$ cat config.mk
export PLATFORM = sky130hd
export DESIGN_NAME = atm_scale
export DESIGN_NICKNAME = d
export VERILOG_FILES = /design/src/sv/atm_pkg.sv /design/src/sv/atm_scale.sv
export SDC_FILE = /design/constraint.sdc
export NUM_CORES = 1
export LEC_CHECK = 0
export ABC_AREA = 1
export BUFFER_PORTS_ARGS = -buffer_cell sky130_fd_sc_hd__buf_2
export CAP_MARGIN = 20
export CORE_ASPECT_RATIO = 1.25
export CORE_MARGIN = 2
export CORE_UTILIZATION = 45
export DETAILED_ROUTE_END_ITERATION = 10
export PLACE_DENSITY = 0.6
export SLEW_MARGIN = 25
export SYNTH_ARGS = -nofsm -noshare
export SYNTH_HDL_FRONTEND = slang
export SYNTH_SLANG_ARGS = --single-unit
$ cat constraint.sdc
create_clock -name clk_i -period 12.7 [get_ports clk_i]
set_input_delay 0 -clock clk_i [delete_from_list [all_inputs] [get_ports clk_i]]
set_output_delay 0 -clock clk_i [all_outputs]
set_load 0.1 [all_outputs]
$ cat src/sv/atm_pkg.sv
// atm_pkg: shared types, constants and helper functions of the analog to midi value mapper
// no dependencies; imported by every module of the block
package atm_pkg;

  // block sizing
  localparam int NUM_CHANNELS     = 64;
  localparam int POSITION_MAX     = 16383;
  localparam int CC14_INDEX_LIMIT = 32;

  // fixed field widths
  localparam int CHAN_W  = 6;
  localparam int POS_IN_W = 16;
  localparam int VAL_W   = 14;

  // derived widths
  localparam int CHAN_AW = (NUM_CHANNELS > 1) ? $clog2(NUM_CHANNELS) : 1;
  localparam int POS_W   = $clog2(POSITION_MAX + 1);
  localparam int XW      = POS_W + VAL_W;
  localparam int RCP_W   = XW - POS_W + 2;
  localparam int MB_TMP  = (RCP_W > POS_W) ? RCP_W : POS_W;
  localparam int MB_W    = (MB_TMP > VAL_W) ? MB_TMP : VAL_W;
  localparam longint unsigned RECIP = (64'd1 << XW) / POSITION_MAX;

  localparam logic [VAL_W-1:0] MAX7  = VAL_W'(127);
  localparam logic [VAL_W-1:0] MAX14 = VAL_W'(16383);

  typedef enum logic [1:0] {
    REQ_SAMPLE = 2'd0,
    REQ_WRITE  = 2'd1,
    REQ_CLEAR  = 2'd2,
    REQ_REPLAY = 2'd3
  } req_type_e;

  typedef enum logic [3:0] {
    KIND_CC       = 4'd0,
    KIND_NOTE     = 4'd1,
    KIND_PAD      = 4'd2,
    KIND_BUTTON   = 4'd3,
    KIND_NRPN7    = 4'd4,
    KIND_NRPN14   = 4'd5,
    KIND_PITCH    = 4'd6,
    KIND_CC14     = 4'd7,
    KIND_RESERVED = 4'd8
  } kind_e;

  typedef enum logic [2:0] {
    MK_CC       = 3'd0,
    MK_NOTE_ON  = 3'd1,
    MK_NOTE_OFF = 3'd2,
    MK_NRPN7    = 3'd3,
    MK_NRPN14   = 3'd4,
    MK_PITCH    = 3'd5,
    MK_CC14     = 3'd6,
    MK_INVALID  = 3'd7
  } midi_kind_e;

  typedef enum logic [2:0] {
    S_IDLE,
    S_MUL,
    S_RCP,
    S_BACK,
    S_FIN
  } state_e;

  typedef enum logic [1:0] {
    MUL_SPAN,
    MUL_RECIP,
    MUL_BACK
  } mul_op_e;

  typedef struct packed {
    logic               en;
    mul_op_e            op;
  } scale_ctrl_t;

  typedef struct packed {
    logic [1:0]          req_type;
    logic [CHAN_W-1:0]   chan_index;
    logic [POS_IN_W-1:0] position;
    logic [3:0]          set_kind;
    logic                set_invert;
    logic [VAL_W-1:0]    set_lower;
    logic [VAL_W-1:0]    set_upper;
    logic [4:0]          set_midi_chan;
    logic [VAL_W-1:0]    set_midi_id;
  } map_in_t;

  typedef struct packed {
    logic [CHAN_W-1:0]   comp_index;
    logic [15:0]         norm_value;
    logic [VAL_W-1:0]    norm_max;
    logic                midi_valid;
    logic [2:0]          midi_kind;
    logic [4:0]          midi_chan;
    logic [VAL_W-1:0]    midi_number;
    logic [15:0]         midi_value;
  } map_out_t;

  typedef struct packed {
    logic [3:0]       kind;
    logic             invert;
    logic [VAL_W-1:0] lower;
    logic [VAL_W-1:0] upper;
    logic [4:0]       midi_chan;
    logic [VAL_W-1:0] midi_id;
  } settings_t;

  typedef struct packed {
    logic             present;
    logic             pressed;
    logic [15:0]      value;
    logic [VAL_W-1:0] max;
  } last_t;

  localparam int SET_W  = $bits(settings_t);
  localparam int LAST_W = $bits(last_t);

  function automatic kind_e norm_kind(input logic [3:0] k);
    return (k > 4'd8) ? KIND_RESERVED : kind_e'(k);
  endfunction

  function automatic logic is_wide(input kind_e k);
    return (k == KIND_NRPN14) || (k == KIND_PITCH) || (k == KIND_CC14);
  endfunction

  function automatic midi_kind_e kind_to_midi(input kind_e k);
    midi_kind_e mk;
    case (k)
      KIND_CC:     mk = MK_CC;
      KIND_NOTE:   mk = MK_NOTE_ON;
      KIND_PAD:    mk = MK_NOTE_ON;
      KIND_NRPN7:  mk = MK_NRPN7;
      KIND_NRPN14: mk = MK_NRPN14;
      KIND_PITCH:  mk = MK_PITCH;
      KIND_CC14:   mk = MK_CC14;
      default:     mk = MK_INVALID;
    endcase
    return mk;
  endfunction

endpackage

$ cat src/sv/atm_scale.sv
// atm_scale: shared multiplier that scales a position into a limit range
// span multiply, reciprocal multiply, back multiply with correction; uses atm_pkg
module atm_scale import atm_pkg::*; (
  input  logic             clk_i,
  input  scale_ctrl_t      ctrl_i,
  input  logic [POS_W-1:0] pos_i,
  input  logic [VAL_W-1:0] lo_i,
  input  logic [VAL_W-1:0] hi_i,
  input  logic             invert_i,
  input  logic [VAL_W-1:0] mx_i,
  output logic [VAL_W-1:0] value_o
);

  logic [XW-1:0]      mul_a;
  logic [MB_W-1:0]    mul_b;
  logic [XW+MB_W-1:0] prod;
  logic               swap;
  logic [VAL_W-1:0]   span;

  logic [VAL_W-1:0]   a_q, b_q, mx_q, q0_q, q_q;
  logic               mirror_q;
  logic [XW-1:0]      x_q;
  logic               round_up;

  logic [VAL_W:0]     m_sum, m_mir, m_sel;

  assign swap = lo_i > hi_i;
  assign span = swap ? (lo_i - hi_i) : (hi_i - lo_i);

  // operand select for the one multiplier
  always_comb begin
    case (ctrl_i.op)
      MUL_SPAN: begin
        mul_a = XW'(pos_i);
        mul_b = MB_W'(span);
      end
      MUL_RECIP: begin
        mul_a = x_q;
        mul_b = MB_W'(RECIP);
      end
      MUL_BACK: begin
        mul_a = XW'(q0_q);
        mul_b = MB_W'(POSITION_MAX);
      end
      default: begin
        mul_a = '0;
        mul_b = '0;
      end
    endcase
  end

  assign prod = (XW+MB_W)'(mul_a) * (XW+MB_W)'(mul_b);

  // estimate may be one low: bump when remainder reaches the divisor
  assign round_up = ({1'b0, x_q} >= ((XW+1)'(prod) + (XW+1)'(POSITION_MAX)));

  always_ff @(posedge clk_i) begin
    if (ctrl_i.en) begin
      case (ctrl_i.op)
        MUL_SPAN: begin
          x_q      <= XW'(prod);
          a_q      <= swap ? hi_i : lo_i;
          b_q      <= swap ? lo_i : hi_i;
          mirror_q <= swap ^ invert_i;
          mx_q     <= mx_i;
        end
        MUL_RECIP: begin
          q0_q <= VAL_W'(prod >> XW);
        end
        MUL_BACK: begin
          q_q <= q0_q + VAL_W'(round_up);
        end
        default: begin
          q_q <= q_q;
        end
      endcase
    end
  end

  // offset, mirror, clamp
  assign m_sum = {1'b0, q_q} + {1'b0, a_q};
  assign m_mir = {1'b0, a_q} + {1'b0, b_q} - m_sum;
  assign m_sel = mirror_q ? m_mir : m_sum;
  assign value_o = (m_sel > {1'b0, mx_q}) ? mx_q : m_sel[VAL_W-1:0];

endmodule

======== Word level (Yosys, flattened, before mapping) ========
Index checks and enable logic that the tools add are counted.
cells by class
  add/sub/neg operators ................... 7
  multiply operators ...................... 1
  $lt $le $gt $ge ......................... 3
  eq/ne operators ......................... 2
  muxes and demuxes ....................... 7
  bitwise logic cells ..................... 1
  reductions and logical operators ........ 4
operators by type and width
  cell                                                 count
  one-hot mux 28 bit (3 select lines)                  1
  2-to-1 mux 14 bit                                    4
  one-hot mux 15 bit (3 select lines)                  1
  multiplier 28 x 16 -> 42 bit                         1
  adder 14 x 14 -> 15 bit                              2
  adder 29 x 14 -> 29 bit, second input constant       1
  greater-or-equal comparator 28 x 29 -> 1 bit         1
  subtractor 14 bit                                    2
  greater-than comparator 15 x 14 -> 1 bit             1
  2-to-1 mux 15 bit                                    1
  subtractor 15 bit                                    1
  adder 14 x 1 -> 14 bit                               1
  greater-than comparator 14 bit                       1
  AND reduction 2 bit                                  3
  equality test 2 x 1 -> 1 bit, second input constant  1
  equality test 2 bit, second input constant           1
  logical NOT 2 bit                                    1
  XOR 1 bit                                            1
word-level totals
  register bits ........................... 99
  input port bits ......................... 61
  output and inout port bits .............. 14
  logic and storage cells ................. 32

======== Depth between registers and ports, before layout ========
  word-level depth ........................ 7
  depth in mapped cells ................... 68

======== Worst setup path after synthesis ========
No wires, ideal clock.
  path kind ............................... input -> register
  start point ............................. input port ctrl_i[1] (netlist bit)
  end point ............................... register q_q[12], data pin
  library setup time ...................... 258 ps
  data arrival time ....................... 8983 ps
  setup slack ............................. 3459 ps
  stages .................................. 55
  buffers on the path ..................... 3
  path through ............................ inv_1 > buf_2 > ha_1 > clkbuf_1 > inv_1 > nor2_1 > buf_2 > nand2_1 > inv_1 > nand2_1 > fa_1 > fa_1 > inv_1 > fa_1 > fa_1 > fa_1 > inv_1 > fa_1 > (+19 left out) > inv_1 > nand2_1 > a31o_2 > nand2_1 > nand2_1 > nand2_1 > nand2_1 > nand2_1 > nand2_1 > nor2_1 > ha_1 > ha_1 > nand3_1 > nor3_1 > nand3_1 > nor3_1 > nand3_1 > xor2_1
on the way
  cells in the longest elaborated chain, start to end .. 6
  elaborated cells on any way between the ends .. 9
  classes of those cells .................. 2 x add/sub; 1 x mul; 1 x order compare; 2 x eq/ne; 2 x mux; 1 x reduce/logical
RTL lines
  item                                                                                        line             RTL
  start: declaration                                                                          atm_scale.sv:5   input scale_ctrl_t ctrl_i,
  equality test 2 bit, or another cell as far along                                           atm_scale.sv:32  case (ctrl_i.op)
  one-hot mux 28 bit (3 select lines) or one-hot mux 15 bit (3 select lines) (tied branches)  atm_scale.sv:32
  multiplier 28 x 16 -> 42 bit *                                                              atm_scale.sv:52  assign prod = (XW+MB_W)'(mul_a) * (XW+MB_W)'(mul_b);
  adder 29 x 14 -> 29 bit *                                                                   atm_scale.sv:55  assign round_up = ({1'b0, x_q} >= ((XW+1)'(prod) + (XW+1)'(POSITION_MAX)));
  greater-or-equal comparator 28 x 29 -> 1 bit *                                              atm_scale.sv:55
  adder 14 x 1 -> 14 bit *                                                                    atm_scale.sv:71  q_q <= q0_q + VAL_W'(round_up);
  end signal: assignment                                                                      atm_scale.sv:71
  end signal: assignment                                                                      atm_scale.sv:74  q_q <= q_q;
  end: declaration                                                                            atm_scale.sv:20  logic [VAL_W-1:0] a_q, b_q, mx_q, q0_q, q_q;
Mark *: on every way between the ends. The rest lies on a longest branch, timed or not.
A chain may end at the register's enable or synchronous reset.

======== Worst setup path in the final report ========
  start point ............................. input port lo_i[0]
  end point ............................... register q_q[13], data pin
on the way
  cells in the longest elaborated chain, start to end .. 7
  elaborated cells on any way between the ends .. 9
  classes of those cells .................. 4 x add/sub; 1 x mul; 2 x order compare; 2 x mux
RTL lines
  item                                                                 line                              RTL
  start: declaration                                                   atm_scale.sv:7                    input logic [VAL_W-1:0] lo_i,
  subtractor 14 bit or greater-than comparator 14 bit (tied branches)  atm_scale.sv:28, atm_scale.sv:27
  2-to-1 mux 14 bit *                                                  atm_scale.sv:28                   assign span = swap ? (lo_i - hi_i) : (hi_i - lo_i);
  one-hot mux 15 bit (3 select lines) *                                atm_scale.sv:32
  multiplier 28 x 16 -> 42 bit *                                       atm_scale.sv:52
  adder 29 x 14 -> 29 bit *                                            atm_scale.sv:55
  greater-or-equal comparator 28 x 29 -> 1 bit *                       atm_scale.sv:55
  adder 14 x 1 -> 14 bit *                                             atm_scale.sv:71
Marked as above.

==> results.json <==
{
  "cp_slowest_cell": "dlygate4sd3_1",
  "drv_slew": 0,
  "cts_tree": "yes",
  "muxShareOfSynthArea": 0.00131,
  "syn_area_per_cell_um2": 7.95,
  "syn_inst": 2882,
  "rows": 92,
  "root_buffer": "clkbuf_16",
  "synth_compound_area_frac": 0.0611,
  "cts_buffer_depth": 2,
  "max-slew-margin-rel": 0.395,
  "overflow": 0,
  "netlist-cell-type-count": 55,
  "worstSetupPathType": "in -> reg",
  "areaGrowthSynthToFinish_pct": 5.99,
  "io_buffers": 74,
  "p_switching_uw": 4120,
  "die_h_um": 256,
  "place_congestion": 0.955,
  "peakVddDrop_v": 0.000277,
  "p_clk_frac": 0.040,
  "hold_class": "in -> reg",
  "max-cap-violations": 0,
  "drive_above_1_share": 0.0693,
  "drc": 0,
  "critPathLaunchType": "input port",
  "worst_slack_ns": 1.08,
  "track_usage": 0.287,
  "fin_setup_tns_ns": 0,
  "grt_pass1_wl_mm": 114,
  "postCtsSetupBuffers": 0,
  "clock_sinks": 99,
  "viasPerCell": 5.40,
  "max_stage_delay_ns": 0.55,
  "drtIter0Drc": 1171,
  "coreArea_mm2": 0.0504,
  "io_pins": 75,
  "p_comb_frac": 0.872,
  "synth_fa_ha_area_frac": 0.421,
  "finalSetupViolCount": 0,
  "synth_top_family_by_area": "adder cells",
  "status": "complete, no violations",
  "synth_top_area_share": 0.307,
  "num_vias": 19400,
  "p_leak_uw": 0.0124,
  "yosys.area.top_type": "fa_1",
  "clkLatencyLatePin_ns": 0.37,
  "finClkSkew_ns": 0.00624,
  "routed_wl_mm": 74.1,
  "finalHoldViolCount": 0,
  "fin_crit_ns": 11.62,
  "intPower_uw": 2650,
  "dr.pass1.iters": 7,
  "dp_slack_ns": 1.11,
  "yosysWarnings": 0,
  "tightest_slew_ns": 0.908,
  "die_w_um": 206,
  "fillers": 5028,
  "powerDensity_mw_per_mm2": 278,
  "synth_area_mm2": 0.0229,
  "p_sw_frac": 0.609,
  "rsz0062_at_grt": "false",
  "multiInputGateArea_mm2": 0.0172,
  "cts_buffers": 9,
  "crit_arrival_ns": 11.74,
  "nNetsFinal": 3547,
  "path_clk_slew_ns": 0.08,
  "cp.required_ns": 12.82,
  "seqPwrFrac": 0.088,
  "htree_levels": 3,
  "cp_max_fo": 70,
  "antenna_found_initial": 4,
  "synth_edf_count": 99,
  "start_util": 0.455,
  "ant_nets": 0,
  "die_area_mm2": 0.0528,
  "synth_xor_area_frac": 0.0371,
  "ys_ff_latch": 99,
  "post_drt_wl_per_cell_um": 20.6,
  "finalCritPeriodShare": 0.915,
  "synth.area.top_cells": "fa_1 31%, edfxtp_1 13%, ha_1 11%, inv_1 9.7%, nand2_1 8.3%",
  "dp_hpwl_mm": 63.0,
  "clock.fmax_mhz": 86.1,
  "crit_top_cell": "nand2_1",
  "cp-end-kind": "flop",
  "synth_fp_nets": 3503,
  "async_flop_share": 0,
  "regArea_mm2": 0.00297,
  "grt_max_degree": 73,
  "ys_seq_area_frac": 0.130,
  "synth_simple_gate_area_frac": 0.231,
  "ys.flop_type": "edfxtp_1",
  "grt_pass1_vias": 20200
}
-- routing by layer --
layer,vias up,wire length (um),global-route usage
li1,9040,-,-
met3,202,3450,0.0304
met5,-,0,0
met1,9496,26800,0.322
met4,0,5160,0.169
met2,656,38600,0.520
-- synthesized netlist by cell type (all sizes together), types with 8 or more instances --
cell type  count
inv          599
nand2        541
fa           352
nor2         320
nand3        273
ha           208
a21oi         99
edfxtp        99
o21ai         91
xor2          72
buf           43
clkbuf        36
xnor2         23
nand4         20
nor3          19
a31oi         12
nand3b        11
o21bai         9
a21o           8
o211ai         8
-- path summary, 6_finish.rpt --
path / from / endpoint / slack (ns) / cells past startpoint
max reg2reg: q0_q[4] / q_q[13] / 2.19 / 50
min reg2reg: q0_q[13] / q_q[13] / 0.59 / 1
min: hi_i[6] / b_q[6] / 0.009 / 3
max: lo_i[0] / q_q[13] / 1.08 / 64
-- power by group through the flow --
stage               registers (uW)  logic, uW  clock network, uW
floorplan                      547       4300                  0
global placement               598       5840                  0
detailed placement             598       5900                  0
CTS                            591       5960                280
global route                   591       6610                290
finish                         592       5900                272
-- stage by stage --
| step | utilization | power, uW | cells | hold WS (ns) | instance area, um^2 |
|---|---|---|---|---|---|
| 2_1_floorplan | - | 4840 | 2882 | 0.0989 | 22900 |
| 3_3_place_gp | 0.472 | 6440 | 3553 | 0.179 | 23800 |
| 3_5_place_dp | 0.472 | 6490 | 3553 | 0.179 | 23800 |
| 4_1_cts | 0.482 | 6830 | 3588 | 0.00556 | 24300 |
| 5_1_grt | 0.482 | 7490 | 3589 | 0.0120 | 24300 |
| 6_report | 0.482 | 6770 | 3591 | 0.00922 | 24300 |
-- logic make-up after synthesis --
logic type	Yosys count
buffers and inverters	683
adders and majority gates	560
DFF	99
AOI/OAI and AO/OA	248
xor gates and xnor gates	95
muxes	3
and+or+nand+nor	1194
-- timing repair --
item,CTS,global route
setup endpoints to repair,0,1
hold buffers,20,0
endpoints found under the hold margin,20,0
resized for setup,0,1
-- worst max-delay path, delay by kind of cell --
kind	cells	cell delay (ns)
AO/OA/AOI/OAI	4	0.76
buffers and inverters	13	1.33
XOR/XNOR	2	0.24
AND/OR/NAND/NOR	34	4.96
adder cells (fa/ha/maj)	11	4.41
-- cells in the final DEF (no fill, tap or decap), types with 9 or more instances in the layout --
cell	synthesis	routed
inv_1	591	590
nand2_1	506	505
fa_1	352	352
nor2_1	290	289
nand3_1	266	266
ha_1	208	208
edfxtp_1	99	99
a21oi_1	96	96
o21ai_0	82	82
buf_2	20	74
xor2_1	71	71
xnor2_1	23	23
nand2_2	23	22
nor2_2	20	21
dlygate4sd3_1	0	20
nand4_1	19	19
buf_4	8	18
nor3_1	17	17
nand2_4	12	14
a31oi_1	12	12
nand3b_1	11	11
nor2_4	10	10
o21bai_1	9	9
clkbuf_16	0	9
-- final cells by class --
cell class,instances,area share
multi-input combinational,2100,0.709
sequential,99,0.122
timing repair buffer,112,0.0290
antenna,3,0.000309
clock buffer,9,0.00927
clock inverter,6,0.00232
tap,658,0.0339
inverter,604,0.0934
-- state kept, by name, summed over array words and instances, names as in the netlist --
name      flops
x_q          28
b_q          14
q_q          14
q0_q         14
a_q          14
mirror_q      1
mx_q         14
(Power assumes the default switching activity.)
