==> config.mk <==
export PLATFORM = sky130hd
export DESIGN_NAME = atm_ram
export DESIGN_NICKNAME = d
export VERILOG_FILES = /design/src/sv/atm_pkg.sv /design/src/sv/atm_ram.sv
export SDC_FILE = /design/constraint.sdc
export NUM_CORES = 1
export LEC_CHECK = 0
export BUFFER_PORTS_ARGS = -buffer_cell sky130_fd_sc_hd__buf_2
export CAP_MARGIN = 25
export CORE_MARGIN = 4
export CORE_UTILIZATION = 49
export DETAILED_ROUTE_END_ITERATION = 7
export PLACE_DENSITY = 0.8
export SLEW_MARGIN = 20
export SYNTH_ARGS = -nofsm -noshare
export SYNTH_HDL_FRONTEND = slang
export SYNTH_SLANG_ARGS = --single-unit
==> constraint.sdc <==
create_clock -name clk_i -period 1.3 [get_ports clk_i]
set_input_delay 0.065 -clock clk_i [delete_from_list [all_inputs] [get_ports clk_i]]
set_output_delay 0.065 -clock clk_i [all_outputs]
set_load 0.05 [all_outputs]
==> src/sv/atm_pkg.sv <==
// atm_pkg: shared types, constants and helper functions of the analog to midi value mapper
// no dependencies; imported by every module of the block
package atm_pkg;

  // block sizing
  localparam int NUM_CHANNELS     = 64;
  localparam int POSITION_MAX     = 16383;
  localparam int CC14_INDEX_LIMIT = 32;

  // fixed field widths
  localparam int CHAN_W  = 6;
  localparam int POS_IN_W = 16;
  localparam int VAL_W   = 14;

  // derived widths
  localparam int CHAN_AW = (NUM_CHANNELS > 1) ? $clog2(NUM_CHANNELS) : 1;
  localparam int POS_W   = $clog2(POSITION_MAX + 1);
  localparam int XW      = POS_W + VAL_W;
  localparam int RCP_W   = XW - POS_W + 2;
  localparam int MB_TMP  = (RCP_W > POS_W) ? RCP_W : POS_W;
  localparam int MB_W    = (MB_TMP > VAL_W) ? MB_TMP : VAL_W;
  localparam longint unsigned RECIP = (64'd1 << XW) / POSITION_MAX;

  localparam logic [VAL_W-1:0] MAX7  = VAL_W'(127);
  localparam logic [VAL_W-1:0] MAX14 = VAL_W'(16383);

  typedef enum logic [1:0] {
    REQ_SAMPLE = 2'd0,
    REQ_WRITE  = 2'd1,
    REQ_CLEAR  = 2'd2,
    REQ_REPLAY = 2'd3
  } req_type_e;

  typedef enum logic [3:0] {
    KIND_CC       = 4'd0,
    KIND_NOTE     = 4'd1,
    KIND_PAD      = 4'd2,
    KIND_BUTTON   = 4'd3,
    KIND_NRPN7    = 4'd4,
    KIND_NRPN14   = 4'd5,
    KIND_PITCH    = 4'd6,
    KIND_CC14     = 4'd7,
    KIND_RESERVED = 4'd8
  } kind_e;

  typedef enum logic [2:0] {
    MK_CC       = 3'd0,
    MK_NOTE_ON  = 3'd1,
    MK_NOTE_OFF = 3'd2,
    MK_NRPN7    = 3'd3,
    MK_NRPN14   = 3'd4,
    MK_PITCH    = 3'd5,
    MK_CC14     = 3'd6,
    MK_INVALID  = 3'd7
  } midi_kind_e;

  typedef enum logic [2:0] {
    S_IDLE,
    S_MUL,
    S_RCP,
    S_BACK,
    S_FIN
  } state_e;

  typedef enum logic [1:0] {
    MUL_SPAN,
    MUL_RECIP,
    MUL_BACK
  } mul_op_e;

  typedef struct packed {
    logic               en;
    mul_op_e            op;
  } scale_ctrl_t;

  typedef struct packed {
    logic [1:0]          req_type;
    logic [CHAN_W-1:0]   chan_index;
    logic [POS_IN_W-1:0] position;
    logic [3:0]          set_kind;
    logic                set_invert;
    logic [VAL_W-1:0]    set_lower;
    logic [VAL_W-1:0]    set_upper;
    logic [4:0]          set_midi_chan;
    logic [VAL_W-1:0]    set_midi_id;
  } map_in_t;

  typedef struct packed {
    logic [CHAN_W-1:0]   comp_index;
    logic [15:0]         norm_value;
    logic [VAL_W-1:0]    norm_max;
    logic                midi_valid;
    logic [2:0]          midi_kind;
    logic [4:0]          midi_chan;
    logic [VAL_W-1:0]    midi_number;
    logic [15:0]         midi_value;
  } map_out_t;

  typedef struct packed {
    logic [3:0]       kind;
    logic             invert;
    logic [VAL_W-1:0] lower;
    logic [VAL_W-1:0] upper;
    logic [4:0]       midi_chan;
    logic [VAL_W-1:0] midi_id;
  } settings_t;

  typedef struct packed {
    logic             present;
    logic             pressed;
    logic [15:0]      value;
    logic [VAL_W-1:0] max;
  } last_t;

  localparam int SET_W  = $bits(settings_t);
  localparam int LAST_W = $bits(last_t);

  function automatic kind_e norm_kind(input logic [3:0] k);
    return (k > 4'd8) ? KIND_RESERVED : kind_e'(k);
  endfunction

  function automatic logic is_wide(input kind_e k);
    return (k == KIND_NRPN14) || (k == KIND_PITCH) || (k == KIND_CC14);
  endfunction

  function automatic midi_kind_e kind_to_midi(input kind_e k);
    midi_kind_e mk;
    case (k)
      KIND_CC:     mk = MK_CC;
      KIND_NOTE:   mk = MK_NOTE_ON;
      KIND_PAD:    mk = MK_NOTE_ON;
      KIND_NRPN7:  mk = MK_NRPN7;
      KIND_NRPN14: mk = MK_NRPN14;
      KIND_PITCH:  mk = MK_PITCH;
      KIND_CC14:   mk = MK_CC14;
      default:     mk = MK_INVALID;
    endcase
    return mk;
  endfunction

endpackage

==> src/sv/atm_ram.sv <==
// atm_ram: per-channel table with registered read and a valid bit per entry
// entries never written or cleared read as zero; uses atm_pkg
module atm_ram import atm_pkg::*; #(
  parameter int DATA_W = 8,
  parameter int DEPTH  = 4,
  localparam int AW    = (DEPTH > 1) ? $clog2(DEPTH) : 1
) (
  input  logic              clk_i,
  input  logic              rst_ni,
  input  logic              rd_en_i,
  input  logic [AW-1:0]     rd_addr_i,
  output logic [DATA_W-1:0] rd_data_o,
  input  logic              wr_en_i,
  input  logic [AW-1:0]     wr_addr_i,
  input  logic [DATA_W-1:0] wr_data_i,
  input  logic              clr_en_i,
  input  logic [AW-1:0]     clr_addr_i
);

  logic [DATA_W-1:0] mem [DEPTH];
  logic [DEPTH-1:0]  valid_q;
  logic [DATA_W-1:0] rd_data_q;

  // valid bits: clear wins over write
  always_ff @(posedge clk_i or negedge rst_ni) begin
    if (!rst_ni) begin
      valid_q <= '0;
    end else begin
      if (wr_en_i) begin
        valid_q[wr_addr_i] <= 1'b1;
      end
      if (clr_en_i) begin
        valid_q[clr_addr_i] <= 1'b0;
      end
    end
  end

  always_ff @(posedge clk_i) begin
    if (wr_en_i) begin
      mem[wr_addr_i] <= wr_data_i;
    end
  end

  always_ff @(posedge clk_i) begin
    if (rd_en_i) begin
      rd_data_q <= valid_q[rd_addr_i] ? mem[rd_addr_i] : '0;
    end
  end

  assign rd_data_o = rd_data_q;

endmodule

## Yosys cells after proc, flatten, opt, wreduce, memory -nomap -nowiden

Memory sizes are Yosys's and may differ from the RTL's. A register that Yosys moved wholly into a read port is not among the register bits.
Cells that the tools add are included.

| storage, ports and cells | value |
|---|---|
| output and inout port bits | 8 |
| memories kept | 1 |
| input bits | 19 |
| word-level logic and storage cells | 23 |
| bits in writable memories | 32 |
| register bits | 4 |

Memories:

| memory | words | bits a word | read ports | clocked after Yosys merged registers in | wr ports | RTL line | source |
|---|---|---|---|---|---|---|---|
| mem | 4 | 8 | 1 | 1 | 1 | atm_ram.sv:20 | `logic [DATA_W-1:0] mem [DEPTH];` |

| operators by class | value |
|---|---|
| magnitude comparators | 5 |
| reductions and logical operators | 3 |
| bitwise gates (word level) | 3 |
| muxes and demuxes | 10 |

Operator list:

| cell | count |
|---|---|
| $lt A2 B3 Y1 const B | 3 |
| $mux W4 | 2 |
| $mux W1 | 5 |
| $and A4 B4 Y4 | 1 |
| $demux W1 S2 | 2 |
| $ge A2 B1 Y1 const B | 2 |
| $not A4 Y4 | 1 |
| $or A4 B4 Y4 | 1 |
| $bmux W1 S2 | 1 |
| $logic_and A1 B1 Y1 | 2 |
| $logic_not A1 Y1 | 1 |

## Depth between registers and ports, before layout

Gate-level depths: netlist of run 1.

| depth | value |
|---|---|
| depth in word-level cells | 8 |
| depth in mapped cells | 3 |
| mapped depth without buffers | 2 |

## Worst setup path after synthesis of run 1

No wires, ideal clock.

| timing path | value |
|---|---|
| path type | register to register |
| from | register valid_q[3] |
| to | register rd_data_q[0] (netlist: rd_data_o[0]) (read register of mem), data pin |
| buffers on the path | 0 |
| data required time | 1.045 ns |
| path slack | 0.037 ns |
| library setup time | 0.255 ns |
| arrival | 1.008 ns |
| stages on the path, launching flop included | 3 |
| clock period less this slack | 1.263 ns |
| cell sequence | dfrtp_1 mux4_2 and2_1 |

| on the way | value |
|---|---|
| word-level cells in the longest chain between the ends | 3 |

RTL lines:

| what | RTL line | source |
|---|---|---|
| start: declaration | atm_ram.sv:21 | `logic [DEPTH-1:0] valid_q;` |
| start signal: assignment | atm_ram.sv:27 | `valid_q <= '0;` |
| start signal: indexed assignment | atm_ram.sv:30 | `valid_q[wr_addr_i] <= 1'b1;` |
| start signal: indexed assignment | atm_ram.sv:33 | `valid_q[clr_addr_i] <= 1'b0;` |
| $bmux W1 S2 | atm_ram.sv:46 | `rd_data_q <= valid_q[rd_addr_i] ? mem[rd_addr_i] : '0;` |
| $mux W1 (implied by the code) | atm_ram.sv:46 |  |
| $logic_not A1 Y1 (no line) | - |  |
| end: declaration | atm_ram.sv:22 | `logic [DATA_W-1:0] rd_data_q;` |

Every way passes these cells. The select of a mux whose other input is x is not followed.

## Worst setup path in the final report of run 1

| timing path | value |
|---|---|
| from | register valid_q[0] |
| to | register rd_data_q[7] (netlist: rd_data_o[7]) (read register of mem), data pin |

Same word-level chain as after synthesis.

==> results of run 1 <==
## cell usage in the layout (no fill, tap or decap), drive strengths merged
cell         synthesis  final
nor2b                1      1
o22a                 2      2
inv                  1      1
and2                 8      8
clkbuf               0      6
nand2                1      1
edfxtp              40     40
buf                  2     31
and3b                2      2
mux4                 9      9
dfrtp                4      4
bufinv               0      1
nor3b                1      1
a2bb2oi              2      2
and3                 1      1
clkinv               0      1
dlygate4sd3          0     10
## flip-flops by register name, summed over array words and instances, names as in the netlist
| name | count |
|---|---|
| valid_q | 4 |
| mem | 32 |
| rd_data_o | 8 |
## per-stage QoR
stage	hold WS, ps	cell area [µm²]	total power [mW]	setup slack (ps)
2_1_floorplan	-231	1690	1.93	37.4
3_3_place_gp	-133	1870	2.02	-56.7
3_5_place_dp	-125	1870	2.03	-65.5
4_1_cts	16.1	2070	2.88	-65.8
5_1_grt	28.9	2070	2.98	-90.6
6_report	48.9	2070	2.87	-54.8
## worst min-delay path: stages
cell and delay [ps]:
buf_2 100, nand2_1 70, o22a_1 130
## logic make-up after synthesis
kind of cell | Yosys count
buffers and inverters | 3
AND/OR/NAND/NOR | 14
flip-flops | 44
AO/OA/AOI/OAI | 4
multiplexers | 9
## per-layer routing
layer | vias up | global-route usage, % | share of wire (%)
met5 | - | 0 | 0
met4 | 0 | 6.85 | 1.9
met3 | 6 | 5.73 | 6.9
met2 | 28 | 22.6 | 48
met1 | 420 | 18.0 | 43
li1 | 405 | - | -
## area by class of cell
class,instances,area share (%)
clock inverters,2,1.70
well taps,46,2.79
repair buffers,41,13.0
flip-flops and latches,44,63.0
multi-input cells,27,17.4
clock buffers,6,2.00
inverters,1,0.182
## power groups by stage
stage	clock, mW	combinational, mW	sequential [mW]
detailed placement	0	0.317	1.72
global route	0.909	0.384	1.69
finish	0.827	0.359	1.68
CTS	0.836	0.363	1.68
global placement	0	0.307	1.71
floorplan	0	0.123	1.80
## how the worst max path moves through the flow
stage	start	to	slack, ps
2_1_floorplan	valid_q[3]$_DFF_PN0_	rd_data_o[0]$_SDFFCE_PN0P_	40
3_3_place_gp	valid_q[3]$_DFF_PN0_	rd_data_o[3]$_SDFFCE_PN0P_	-60
3_5_place_dp	valid_q[0]$_DFF_PN0_	rd_data_o[6]$_SDFFCE_PN0P_	-70
4_1_cts	valid_q[0]$_DFF_PN0_	rd_data_o[7]$_SDFFCE_PN0P_	-70
5_1_grt	valid_q[0]$_DFF_PN0_	rd_data_o[5]$_SDFFCE_PN0P_	-90
6_report	valid_q[0]$_DFF_PN0_	rd_data_o[7]$_SDFFCE_PN0P_	-50
## what timing repair did
action / in CTS / in global routing
cloned: 0 / 0
setup buffers: 3 / 0
endpoints found under the hold margin: 39 / 0
hold buffers: 10 / 0
endpoints found under the setup margin: 8 / 8
==> impl_results.md, run 1 <==
* End-of-flow core utilization at 61.9%
* Synth area leaders: edfxtp_1, mux4_1, dfrtp_1
* Delay of the slowest cell on the worst path at 550 ps
* Slew Viols, Final at 0
* Internal power at 2.21 mW
* Die height at 66.7 µm
* TritonCTS clock tree: built
* Worst path setup slack after routing at -54.8 ps
* Longest Clk Path Bufs at 2
* Fraction of the mapped netlist area in compound gates at 2.08%
* Starting utilization of the core area at 50.5%
* Multi-input logic area at 359 µm²
* Filler cells at 252
* Reg-to-reg endpoint: rd_data_o[7]$_SDFFCE_PN0P_
* Sequential-to-total area share from yosys stat at 77.2%
* Gr ovfl total at 0
* Via count of the first global-routing pass at 912
* Residual DRC at 0
* Worst max-slew margin expressed relative to the limit at 65.9%
* Die Wd at 66.7 µm
* Synth-to-Final Area Change at 22.5%
* Cell at the slowest stage of the critical path: mux4_2
* Yosys warnings at 0
* Cell chosen for the clock root: clkbuf_4
* # placed instances at 146
* Setup CP Type: reg -> reg
* Shortest clock period the worst path allows after layout at 1350 ps
* Reg power frac at 58.6%
* Endpoints failing hold at 0
* Insertion delay of the later-clocked pin in the worst-skew pair at 350 ps
* Setup repair after global routing missed its margin: true
* Number of top-level pins at 27
* Worst Tran Pin Value at 511 ps
* Final weighted congestion in routability-driven placement at 0.709
* Path class of the lowest-slack min-delay path: in -> reg
* Worst reg2reg path depth at 2
* Total negative setup slack at -412 ps
* Synth area leader: edfxtp_1
* Clk sinks at 44
* Average routed wire per standard cell at 16.6 µm
* Via count at 859
* Pwr dens at 1390 mW/mm²
* Sum of buffers and inverters on the critical path at 0
* Via density per instance at 5.14
* Cell count of the worst hold path at 3
* Commonest cells in the synthesized netlist: edfxtp_1, and2_1, mux4_1
* Startpoint class of the critical path: flop
* XOR/XNOR Fraction of Synth Area at 0%
* Synth Flop Type: edfxtp_1
* Number of search-and-repair iterations in the first detailed-routing pass at 4
* End point of the worst hold path: valid_q[3]$_DFF_PN0_
* DRT antenna net count at 0
* Area used by sequential logic in the layout at 0.00130 mm²
* Fraction of layout cells with a size suffix above 1 at 32.2%
* Post-detailed-routing wire length at 2780 µm
* Num CTS Buffers at 5
* Outcome: complete, but fails checks
* Mapped Avg Cell Area at 22.8 µm²
* Number of distinct library cells after synthesis at 14
* Mapped cell area at 0.00169 mm²
* Filler-free cell count of the finished design at 167
* Fin crit share at 104%
* Global-route wire length before repair at 4460 µm
* Clock edge transition at the registers on the reported setup and hold paths at 120 ps
* Post-DP HPWL at 1830 µm
* Kind of cell adding the most delay to the critical path: multiplexers
* Number of antenna violations at the first check in global routing at 0
* Endpoint kind of the worst setup timing path: flop
* Arrival time reported for the critical path endpoint at 1480 ps
* Core region area at 0.00334 mm²
* Max-cap violations at 0
* GR Util All Layers at 14.6%
* Final-report setup violation count at 8
* Async SR Flop Fraction at 9.09%
* Worst setup slack for register-to-register paths at -50 ps
* Most frequent cell after synthesis: edfxtp_1
* Proportion of total power due to net switching at 22.8%
* Maximum number of pins on one net before global-route repair at 14
* FF+latch count, synth at 44
* Switching power summed over all nets at 0.654 mW
* Count of port buffers added during placement at 26
* Final nets at 139
* Dominant combinational cell family by area after synthesis: multiplexers
* Reg2reg start: valid_q[0]$_DFF_PN0_
* Relative contribution of the clock network to total power at 28.9%
* Top cell type's share of synthesized area at 71.2%
* Critical-path cell list: mux4_2 -> and2_1
* CTS H-tree lvls at 2
* Number of core rows at 21
* Synth Area in Adders at 0%
* Worst clock skew at 7.25 ps
* Syn Nets at 93
* Worst Path Max Fanout at 8
* Logic pwr share at 12.5%
* Antenna cell count at 0
* Number of instances resized during post-cts repair at 0
* Endpoint required time on the critical path at 1430 ps
* Die footprint at 0.00444 mm²
* Post-Synth Simple-Gate Area at 5.42%
* EDFF count, synth at 40
* Maximum vdd drop at 0.905 mV
* Fmax at 738 MHz
* Count of mapped cells out of synthesis at 74
* Leak Pwr at 0.792 nW
* DRC violation total after the first TritonRoute iteration at 46
* Hold path start: clr_addr_i[1]
* Multiplexer area fraction after synthesis at 13.8%
* Instance count on the critical path at 2
* Violated checks: setup timing
(Power assumes the default switching activity.)
==> inputs of run 2 (changes only) <==
--- a/config.mk
+++ b/config.mk
@@ -5,13 +5,15 @@
 export SDC_FILE = /design/constraint.sdc
 export NUM_CORES = 1
 export LEC_CHECK = 0
+export ABC_AREA = 1
 export BUFFER_PORTS_ARGS = -buffer_cell sky130_fd_sc_hd__buf_2
 export CAP_MARGIN = 25
 export CORE_MARGIN = 4
-export CORE_UTILIZATION = 49
+export CORE_UTILIZATION = 50
 export DETAILED_ROUTE_END_ITERATION = 7
-export PLACE_DENSITY = 0.8
+export PLACE_DENSITY = 0.81
 export SLEW_MARGIN = 20
 export SYNTH_ARGS = -nofsm -noshare
 export SYNTH_HDL_FRONTEND = slang
 export SYNTH_SLANG_ARGS = --single-unit
+export TNS_END_PERCENT = 5
==> run 2 against run 1 <==
Compared with the run above:
- the run now ends clean
- die area up 10%
- global-route usage down 0.25 points
- critical path depth up 4
- clock skew down 1.5 ps
- non-clock buffer count down 2
- count of clock-buffer cells in the layout unchanged
- routed wire length up 21%
- worst hold slack about the same
- synthesized cell count rose to 2.5 times the previous value
- via count up 50%
- largest power group unchanged
==> impl_results.md, run 2 <==
* Via count at 1291 (+50%)
* Worst reg2reg path depth at 6 (+4)
* Overall power of the completed layout at 2.82 mW (-1.5%)
* Global-route met2 utilization at 24.8% (+2.1 points)
* Synth area leader: edfxtp_1
* Path class of the lowest-slack min-delay path: in -> reg
* Top cell type's share of synthesized area at 62.5% (-8.7 points)
* Largest Register: mem
* Synth Flop Type: edfxtp_1
* Max reg flops at 32 (unchanged)
* Mapped Avg Cell Area at 10.4 µm² (-54%)
* Mapped cell area at 0.00192 mm² (+14%)
* Maximum vdd drop at 0.970 mV (+7.2%)
* Longest Clk Path Bufs at 2 (unchanged)
* Maximum number of pins on one net before global-route repair at 20 (+6)
* Post-detailed-routing wire length at 3350 µm (+21%)
* Sum of buffers and inverters on the critical path at 2 (+2)
* Final weighted congestion in routability-driven placement at 0.766 (+8.0%)
* Cell count of the worst hold path at 3 (unchanged)
* GR Util All Layers at 14.4% (-0.25 points)
* DRT antenna net count at 0 (unchanged)
* Reg2reg start: valid_q[1]$_DFF_PN0_
* Die height at 70.0 µm (+5.0%)
* Worst Tran Pin Value at 368 ps (-143 ps)
* Endpoint required time on the critical path at 1360 ps (-70 ps)
* Post-DP HPWL at 2330 µm (+27%)
* Clock edge transition at the registers on the reported setup and hold paths at 70 ps (-50 ps)
* Commonest cells in the synthesized netlist: inv_1, nand2_1, edfxtp_1
* Hold path start: clr_addr_i[0]
* Synth area leaders: edfxtp_1, inv_1, nand2_1
* Count of mapped cells out of synthesis at 185 (+150%)
* Via density per instance at 4.69 (-8.7%)
* Count of port buffers added during placement at 26 (unchanged)
* Insertion delay of the later-clocked pin in the worst-skew pair at 290 ps (-60 ps)
* Number of core rows at 22 (+4.8%)
* Most utilized layer in the global route result: met2
* Total negative setup slack at 0 ps (+412 ps)
* Endpoint kind of the worst setup timing path: flop
* Starting utilization of the core area at 52.1% (+1.6 points)
* Average routed wire per standard cell at 12.2 µm (-27%)
* Kind of cell adding the most delay to the critical path: flip-flops
* Worst Path Max Fanout at 8 (unchanged)
* Shortest clock period the worst path allows after layout at 1090 ps (-264 ps)
* Arrival time reported for the critical path endpoint at 1150 ps (-330 ps)
* Max-cap violations at 0 (unchanged)
* Number of distinct library cells after synthesis at 15 (+1)
* Pre-CTS worst setup slack at 178 ps (+243 ps)
* Most frequent cells in the layout: inv_1, nand2_1, edfxtp_1
* Number of antenna violations at the first check in global routing at 0 (unchanged)
* Yosys warnings at 0 (unchanged)
* FF+latch count, synth at 44 (unchanged)
* Slew Viols, Final at 0 (unchanged)
* Global-route wire length before repair at 5370 µm (+20%)
* Met3 layer usage reported by global route at 4.46% (-1.3 points)
* Setup CP Type: reg -> reg
* Syn Nets at 204 (+120%)
* Instance count on the critical path at 6 (+4)
* Setup repair after global routing missed its margin: false
* DRC violation total after the first TritonRoute iteration at 72 (+57%)
* Leak Pwr at 1.12 nW (+41%)
* Final nets at 246 (+77%)
* End point of the worst hold path: valid_q[0]$_DFF_PN0_
* Delay of the slowest cell on the worst path at 390 ps (-160 ps)
* Reg-to-reg endpoint: rd_data_o[0]$_SDFFCE_PN0P_
* Via count of the first global-routing pass at 1199 (+31%)
* Gr ovfl total at 0 (unchanged)
* Num CTS Buffers at 5 (unchanged)
* Most common cell after layout, fill and taps aside: inv_1
* Outcome: finished, final reports clean
* CTS H-tree lvls at 2 (unchanged)
* EDFF count, synth at 40 (unchanged)
* Worst path setup slack after routing at 210 ps (+264 ps)
* Worst setup slack for register-to-register paths at 210 ps (+260 ps)
* Clk sinks at 44 (unchanged)
* Residual DRC at 0 (unchanged)
* TritonCTS clock tree: built
* Filler cells at 314 (+25%)
* Pwr dens at 1240 mW/mm² (-10%)
* Worst clock skew at 5.72 ps (-1.53 ps)
* Antenna cell count at 0 (unchanged)
* Number of search-and-repair iterations in the first detailed-routing pass at 5 (+1)
* Fmax at 917 MHz (+24%)
* Sequential-to-total area share from yosys stat at 67.7% (-9.4 points)
* Final-report setup violation count at 0 (-8)
* Fraction of layout cells with a size suffix above 1 at 20.7% (-12 points)
* Die Wd at 70.0 µm (+5.0%)
* Grt met1 use at 16.1% (-1.9 points)
* Synth-to-Final Area Change at 18.0%
* Endpoints failing hold at 0 (unchanged)
* Number of top-level pins at 27 (unchanged)
* Cell at the slowest stage of the critical path: dfrtp_1
* Critical-path cell list: inv_1 -> nand2_1 -> nand3_1 -> nand2_4 -> nand2_1 -> inv_1
* Worst max-slew margin expressed relative to the limit at 75.5% (+9.6 points)
* Core region area at 0.00369 mm² (+11%)
* Async SR Flop Fraction at 9.09% (unchanged)
* Startpoint class of the critical path: flop
* Cell chosen for the clock root: clkbuf_8
* Fin crit share at 83.9% (-20 points)
* Die footprint at 0.00490 mm² (+10%)
* Total setup buffers inserted after CTS at 0 (-3)
* Most frequent cell after synthesis: inv_1
[run 2: cell count changes in the layout (fill, tap and decap cells not counted), sizes merged, moves of 4 or more]
cell   previous run  this run
mux4              9         0
and2              8         0
nand3             0        18
nand2             1        55
inv               1        50
nor2              0         9
nor3              0         4
[run 2: layer usage]
layer  routed length [µm]  part of all wire [%]  vias to the layer above
li1                     -                     -                      650
met1                 1330                    40                      600
met2                 1750                    52                       31
met3                  175                   5.2                       10
met4                   94                   2.8                        0
met5                    0                     0                        -
[run 2: logic make-up after synthesis]
kind of cell           after synthesis  synth area share [%]
AOI/OAI and AO/OA                    1                 0.456
buffers and inverters               54                  12.2
DFF                                 44                  67.7
and+or+nand+nor                     86                  19.7
[run 2: where the power goes]
group | leakage (nW) | switching (mW) | internal [mW]
sequential | 0.423 | 0.0278 | 1.65
combinational | 0.652 | 0.260 | 0.124
clock | 0.0410 | 0.400 | 0.365
[run 2: final cells by class]
class | instances | area (µm²) | area share [%]
Multi-Input combinational cell | 87 | 387 | 17.0
Clock buffer | 6 | 72.6 | 3.20
Inverter | 50 | 193 | 8.49
Sequential cell | 44 | 1300 | 57.4
Timing Repair Buffer | 39 | 250 | 11.0
Clock inverter | 1 | 5.00 | 0.221
Tap cell | 48 | 60.1 | 2.65
[run 2: worst max-delay path by stage]
stage | from | endpoint | slack (ps)
floorplan | wr_addr_i[0] | mem[1][0]$_DFFE_PP_ | 130
global placement | rd_addr_i[0] | rd_data_o[0]$_SDFFCE_PN0P_ | 230
detailed placement | rd_addr_i[0] | rd_data_o[0]$_SDFFCE_PN0P_ | 180
CTS | valid_q[3]$_DFF_PN0_ | rd_data_o[0]$_SDFFCE_PN0P_ | 210
global route | valid_q[3]$_DFF_PN0_ | rd_data_o[3]$_SDFFCE_PN0P_ | 120
finish | valid_q[1]$_DFF_PN0_ | rd_data_o[0]$_SDFFCE_PN0P_ | 210
[run 2: timing repair]
action	CTS	global route
endpoints found under the hold margin	35	0
hold buffers	9	0
gates resized for setup	0	0
[run 2: stage by stage]
| step | utilization (%) | cells | instance area, µm² | hold slack (ps) |
|---|---|---|---|---|
| final | 61.5 | 275 | 2270 | 49.2 |
| after global routing | 61.5 | 275 | 2270 | 67.4 |
| after CTS | 61.5 | 275 | 2270 | 40.7 |
| after detailed placement | 57.0 | 259 | 2100 | -122 |
| after global placement | 57.0 | 259 | 2100 | -127 |
| after floorplan | - | 185 | 1920 | -231 |
[run 2: worst min-delay path: cells and delay by family]
family	cells	cell delay, ps
simple gates	2	140
buf+inv	1	100
